<file path="src/rtl/core/rmq_pkg.sv">
// shared widths, constants and pipeline payload types for the matrix to quaternion block
package rmq_pkg;

  // element and intermediate widths
  localparam int MW      = 16;             // matrix element and quaternion component
  localparam int TW      = 18;             // signed candidate and off-diagonal combos
  localparam int AW      = 17;             // magnitude of one vector component
  localparam int SQW     = 2 * AW;         // one squared magnitude
  localparam int SUMW    = SQW + 2;        // sum of four squares
  localparam int PRESH   = 8;              // scale of the sum before the root
  localparam int XS      = SUMW + PRESH;   // root operand
  localparam int NW      = XS / 2;         // root width, one bit per stage
  localparam int RW      = NW + 3;         // root remainder
  localparam int DW      = NW + 1;         // divisor, twice the root
  localparam int NUMSH   = 19;             // numerator scale
  localparam int XW      = AW + NUMSH + 1; // numerator and division remainder
  localparam int QW      = 18;             // raw quotient, one bit per stage
  localparam int CW      = DW + QW - 1;    // compare width of a division step

  localparam int ONE_Q14 = 16384;

  // signed-magnitude vector before normalisation
  typedef struct packed {
    logic [3:0]         neg;
    logic [3:0][AW-1:0] mag;
  } rmq_vec_t;

  // one stage of the square root pipeline
  typedef struct packed {
    logic [XS-1:0] x;
    logic [RW-1:0] rem;
    logic [NW-1:0] root;
    rmq_vec_t      vec;
  } rmq_sq_t;

  // one stage of the division pipeline
  typedef struct packed {
    logic [DW-1:0]         d;
    logic [3:0][XW-1:0]    rem;
    logic [3:0][QW-1:0]    q;
    logic [3:0]            neg;
  } rmq_dv_t;

endpackage

</file>
<file path="src/rtl/core/rmq_front.sv">
// front end: candidates, largest pick, unnormalised vector and its squared length
module rmq_front
  import rmq_pkg::*;
(
  input  logic                 clk,
  input  logic                 rst_n,
  input  logic                 adv,
  input  logic                 in_valid,
  input  logic [8:0][MW-1:0]   m,
  output logic                 x_valid,
  output logic [XS-1:0]        x,
  output rmq_vec_t             vec
);

  localparam logic [1:0] PICK_W = 2'd0;
  localparam logic [1:0] PICK_X = 2'd1;
  localparam logic [1:0] PICK_Y = 2'd2;
  localparam logic [1:0] PICK_Z = 2'd3;

  localparam logic signed [TW-1:0] ONE_T = TW'(ONE_Q14);

  logic signed [TW-1:0] e [9];
  logic signed [TW-1:0] t_nxt [4];
  logic signed [TW-1:0] c_nxt [6];
  logic signed [TW-1:0] t_r [4];
  logic signed [TW-1:0] c_r [6];
  logic                 v0_r, v1_r, v2_r, v3_r;
  logic [1:0]           pick;
  logic signed [TW-1:0] best;
  logic signed [TW-1:0] sv [4];
  rmq_vec_t             vec_nxt;
  rmq_vec_t             vec1_r, vec2_r, vec3_r;
  logic [3:0][SQW-1:0]  sq_r;
  logic [XS-1:0]        x_r;

  // sign extension of the elements
  genvar gi;
  generate
    for (gi = 0; gi < 9; gi++) begin : g_ext
      assign e[gi] = TW'($signed(m[gi]));
    end
  endgenerate

  // stage 0: candidates and off-diagonal sums and differences
  always_comb begin
    t_nxt[0] = ONE_T + e[0] + e[4] + e[8];
    t_nxt[1] = ONE_T + e[0] - e[4] - e[8];
    t_nxt[2] = ONE_T - e[0] + e[4] - e[8];
    t_nxt[3] = ONE_T - e[0] - e[4] + e[8];
    c_nxt[0] = e[7] - e[5]; // m21 - m12
    c_nxt[1] = e[2] - e[6]; // m02 - m20
    c_nxt[2] = e[3] - e[1]; // m10 - m01
    c_nxt[3] = e[3] + e[1]; // m10 + m01
    c_nxt[4] = e[2] + e[6]; // m02 + m20
    c_nxt[5] = e[7] + e[5]; // m21 + m12
  end

  // stage 1: largest candidate, ties to the lowest index, then sign and magnitude
  always_comb begin
    pick = PICK_W;
    best = t_r[0];
    if (t_r[1] > best) begin
      pick = PICK_X;
      best = t_r[1];
    end
    if (t_r[2] > best) begin
      pick = PICK_Y;
      best = t_r[2];
    end
    if (t_r[3] > best) begin
      pick = PICK_Z;
      best = t_r[3];
    end
    case (pick)
      PICK_W: begin
        sv[0] = t_r[0]; sv[1] = c_r[0]; sv[2] = c_r[1]; sv[3] = c_r[2];
      end
      PICK_X: begin
        sv[0] = c_r[0]; sv[1] = t_r[1]; sv[2] = c_r[3]; sv[3] = c_r[4];
      end
      PICK_Y: begin
        sv[0] = c_r[1]; sv[1] = c_r[3]; sv[2] = t_r[2]; sv[3] = c_r[5];
      end
      default: begin
        sv[0] = c_r[2]; sv[1] = c_r[4]; sv[2] = c_r[5]; sv[3] = t_r[3];
      end
    endcase
    for (int i = 0; i < 4; i++) begin
      vec_nxt.neg[i] = sv[i][TW-1];
      vec_nxt.mag[i] = sv[i][TW-1] ? AW'(-sv[i]) : AW'(sv[i]);
    end
  end

  // valid bits
  always_ff @(posedge clk) begin
    if (!rst_n) begin
      v0_r <= 1'b0;
      v1_r <= 1'b0;
      v2_r <= 1'b0;
      v3_r <= 1'b0;
    end else if (adv) begin
      v0_r <= in_valid;
      v1_r <= v0_r;
      v2_r <= v1_r;
      v3_r <= v2_r;
    end
  end

  // payload stages
  always_ff @(posedge clk) begin
    if (adv) begin
      t_r    <= t_nxt;
      c_r    <= c_nxt;
      vec1_r <= vec_nxt;
      vec2_r <= vec1_r;
      for (int i = 0; i < 4; i++) begin
        sq_r[i] <= SQW'(vec1_r.mag[i]) * SQW'(vec1_r.mag[i]);
      end
      vec3_r <= vec2_r;
      x_r    <= {SUMW'(sq_r[0]) + SUMW'(sq_r[1]) + SUMW'(sq_r[2]) + SUMW'(sq_r[3]),
                 {PRESH{1'b0}}};
    end
  end

  assign x_valid = v3_r;
  assign x       = x_r;
  assign vec     = vec3_r;

endmodule

</file>
<file path="config.mk">
export PLATFORM = sky130hd
export DESIGN_NAME = rmq_front
export DESIGN_NICKNAME = d
export VERILOG_FILES = /design/src/rtl/core/rmq_pkg.sv /design/src/rtl/core/rmq_front.sv
export SDC_FILE = /design/constraint.sdc
export NUM_CORES = 2
export LEC_CHECK = 0
export ABC_AREA = 1
export BUFFER_PORTS_ARGS = -buffer_cell sky130_fd_sc_hd__buf_2
export CORE_UTILIZATION = 55
export CTS_CLUSTER_DIAMETER = 100
export DETAILED_ROUTE_END_ITERATION = 7
export GPL_TIMING_DRIVEN = 0
export PLACE_DENSITY = 0.75
export SLEW_MARGIN = 20
export SYNTH_ARGS = -nofsm -noshare
export SYNTH_HDL_FRONTEND = slang
export SYNTH_SLANG_ARGS = --single-unit
</file>
<file path="constraint.sdc">
create_clock -name clk -period 6.06 [get_ports clk]
set_clock_uncertainty 0.05 [all_clocks]
set_input_delay 1.212 -clock clk [delete_from_list [all_inputs] [get_ports clk]]
set_output_delay 1.212 -clock clk [all_outputs]
set_load 0.05 [all_outputs]
</file>
==> results by group <==
Detailed routing
  – DR vias/cell: 5.46
  – DR DRC count: 0
  – DRT iter0 DRCs: 3846
  – Antenna Nets Post-Route: 0
  – First-pass DRT Iterations: 5
  – Post-DR wirelength/cell: 21.5 um
  – Vias: 54.5k
  – Total wire length: 215000 um

Layout
  – Syn-to-layout area delta: 20.5%
  – Leading cell type in the layout, fill and taps excluded: inv_1
  – Most frequent cells in the layout: inv_1 (1825), nand2_1 (1257), fa_1 (880)
  – Fin nets: 10.1k
  – Layout cells sized above 1: 19.5%

Yosys
  – Synth Cell Area: 68300 um^2
  – Simple-gate share of the synthesized area: 13.8%
  – Sequential area share after synthesis: 24.3%
  – Netlist cell types: 56
  – Syn avg cell area: 9.01 um^2
  – Main combinational cell family by area after synthesis: adder cells
  – Post-synthesis register bit count: 553
  – Cells after synthesis: 7583
  – Ys flop type: edfxtp_1
  – EDFF count, synth: 549
  – Mux cell area share after synthesis: 0%
  – Synth async-reset ratio: 0%
  – Warnings, synthesis: 0
  – Synth Area in Compound Gates: 5.70%
  – Post-synthesis xor/xnor area fraction: 4.94%
  – Post-Synth Adder-Cell Area: 39.3%

Floorplanning
  – Initial Util: 55.7%
  – Die area: 126000 um^2
  – Die Ht: 354 um
  – Width of the die: 354 um
  – Core area: 123000 um^2
  – Num ports: 265
  – Row cnt: 128

Timing
  – Slew Viols, Final: 0
  – Slew @ Worst Pin: 810 ps
  – Final setup TNS: -48100 ps
  – Final worst setup slack: -949 ps
  – Period utilisation layout: 116%
  – Final hold violation count: 0
  – Finish-stage setup viols: 78
  – Crit path time final: 7010 ps
  – Hold Slack: 345 ps
  – RSZ-0062 raised after global routing: true
  – Peak Freq: 0.143 GHz
  – Slew HR: 46.0%

CTS
  – # clock sinks: 553
  – CTS tree: done
  – CTS H-tree lvls: 3
  – Longest Clk Path Bufs: 3
  – CTS Hold Bufs: 0
  – Clk Latency, worst-skew pair: 700 ps
  – TritonCTS Buffers: 67
  – Clk slew on worst S/H paths: 60 ps
  – Root Buffer: clkbuf_16

Critical path
  – Worst Setup SP: t_r[63]$_DFFE_PP_
  – CP endpoint kind: flip-flop
  – Crit path DAT: 7370 ps
  – Reg2reg start: t_r[63]$_DFFE_PP_
  – Critical Path Start Type: flip-flop
  – CP Max Fanout: 10
  – Most used cell, CP: nor2_4
  – CP Class: reg2reg
  – Crit path largest cell delay: 370 ps
  – WP buf/inv: 8
  – CP delay by family, top: simple AND/OR/NAND/NOR gates
  – CP Data Required Time: 6420 ps
  – CP max stage cell: edfxtp_1

Worst hold path
  – Hold Crit Start: vec2_r[1]$_DFFE_PP_
  – Worst Hold Class: reg2reg

Placement
  – Worst slack, placed: -2230 ps
  – Final GP Congestion: 1.03
  – Post-DP HPWL: 169000 um
  – Port Buffer Count: 256

Global route
  – Largest net degree at the start of global routing: 113
  – GRT Util Overall: 33.3%
  – Gr ovfl total: 0
  – Initial antenna violation count: 11
  – Vias in the first global route: 55.0k
  – First-pass GRT wire length: 314000 um

Flow run
  – MaxCap Viol Count: 0

Outcome
  – Failing checks: negative setup slack
  – Status: complete, but fails checks
==> stage by stage <==
step                utilization, %  cells  area, um^2
global route                  67.2   9995       82300
finish                        67.2   9996       82300
detailed placement            58.9   9478       72200
floorplan                        -   7592       68700
global placement              58.8   9473       72100
CTS                           63.0   9708       77200
==> kinds of logic (layout without fill, tap and decap cells) <==
family / Yosys count / count (layout)
fa+ha+maj: 1601 / 1601
xor+xnor: 385 / 385
other cells: 2 / 14
simple gates: 2214 / 2215
flops: 553 / 553
buf+inv: 2127 / 2902
compound gates: 701 / 701
==> routing by layer <==
| metal | part of all wire [%] | wire [um] | global-route usage (%) |
|---|---|---|---|
| met5 | 0 | 0 | 0 |
| met2 | 49 | 105000 | 56.5 |
| met1 | 38 | 81500 | 41.0 |
| met4 | 6.6 | 14300 | 18.6 |
| met3 | 6.8 | 14700 | 4.65 |
==> cell type report <==
class / instances / area [um^2]
inverters: 1894 / 7150
clock buffers: 78 / 1720
well taps: 1625 / 2030
fillers: 9379 / 40200
plain buffers: 203 / 2270
flip-flops and latches: 553 / 16600
multi-input cells: 4913 / 46700
clock inverters: 42 / 606
diodes: 3 / 7.51
repair inverters: 1 / 11.3
repair buffers: 684 / 5170
==> synthesized netlist by cell type (14+ instances only) <==
master / instances / share of area [%]
nand4_1: 128 / 1.2
edfxtp_1: 549 / 24
a21boi_0: 19 / 0.21
o21ai_0: 187 / 1.4
or2_2: 33 / 0.30
nor2_1: 270 / 1.5
nor3_1: 24 / 0.18
or2_1: 17 / 0.16
inv_1: 1881 / 10
buf_2: 43 / 0.32
xor2_1: 281 / 3.6
a21oi_1: 350 / 2.6
o211ai_1: 17 / 0.19
clkbuf_1: 156 / 0.86
xnor2_1: 104 / 1.3
buf_4: 19 / 0.21
ha_1: 691 / 13
a31oi_1: 24 / 0.22
nand3b_1: 32 / 0.35
fa_1: 910 / 27
o21bai_1: 26 / 0.29
o21a_1: 14 / 0.15
nand3_1: 204 / 1.5
a21o_1: 22 / 0.24
nand2_1: 1444 / 7.9
nor4_1: 15 / 0.14
==> state kept, by name (all words and copies together), names as in the netlist <==
register  flops
v2_r          1
v1_r          1
v0_r          1
t_r          70
vec1_r       72
vec2_r       72
vec          72
x_valid       1
c_r          99
sq_r        128
x            36
==> timing repair <==
action	in CTS	in global routing
endpoints found under the hold margin	0	0
setup endpoints to repair	156	145
pin swaps	132	323
gates cloned	10	14
buffers inserted	117	288
gates resized for setup	478	876
==> final timing paths <==
path,endpoint,slack (ps),cells after the start
worst min-delay path,vec[1]$_DFFE_PP_,340,0
worst min register to register,vec[1]$_DFFE_PP_,340,0
worst max-delay path,vec1_r[67]$_DFFE_PP_,-950,43
worst max register to register,vec1_r[67]$_DFFE_PP_,-950,43
==> worst reg2reg max path, delay by kind of cell (launching register included) <==
kind	cells	cell delay (ps)
buffers and inverters	8	1330
and+or+nand+nor	31	3970
DFF	1	370
AOI/OAI and AO/OA	1	160
adders and majority gates	3	860
Power is left out: the tool's default activity adds up to more than one toggle a clock period on the data nets, which glitch-free logic cannot reach.
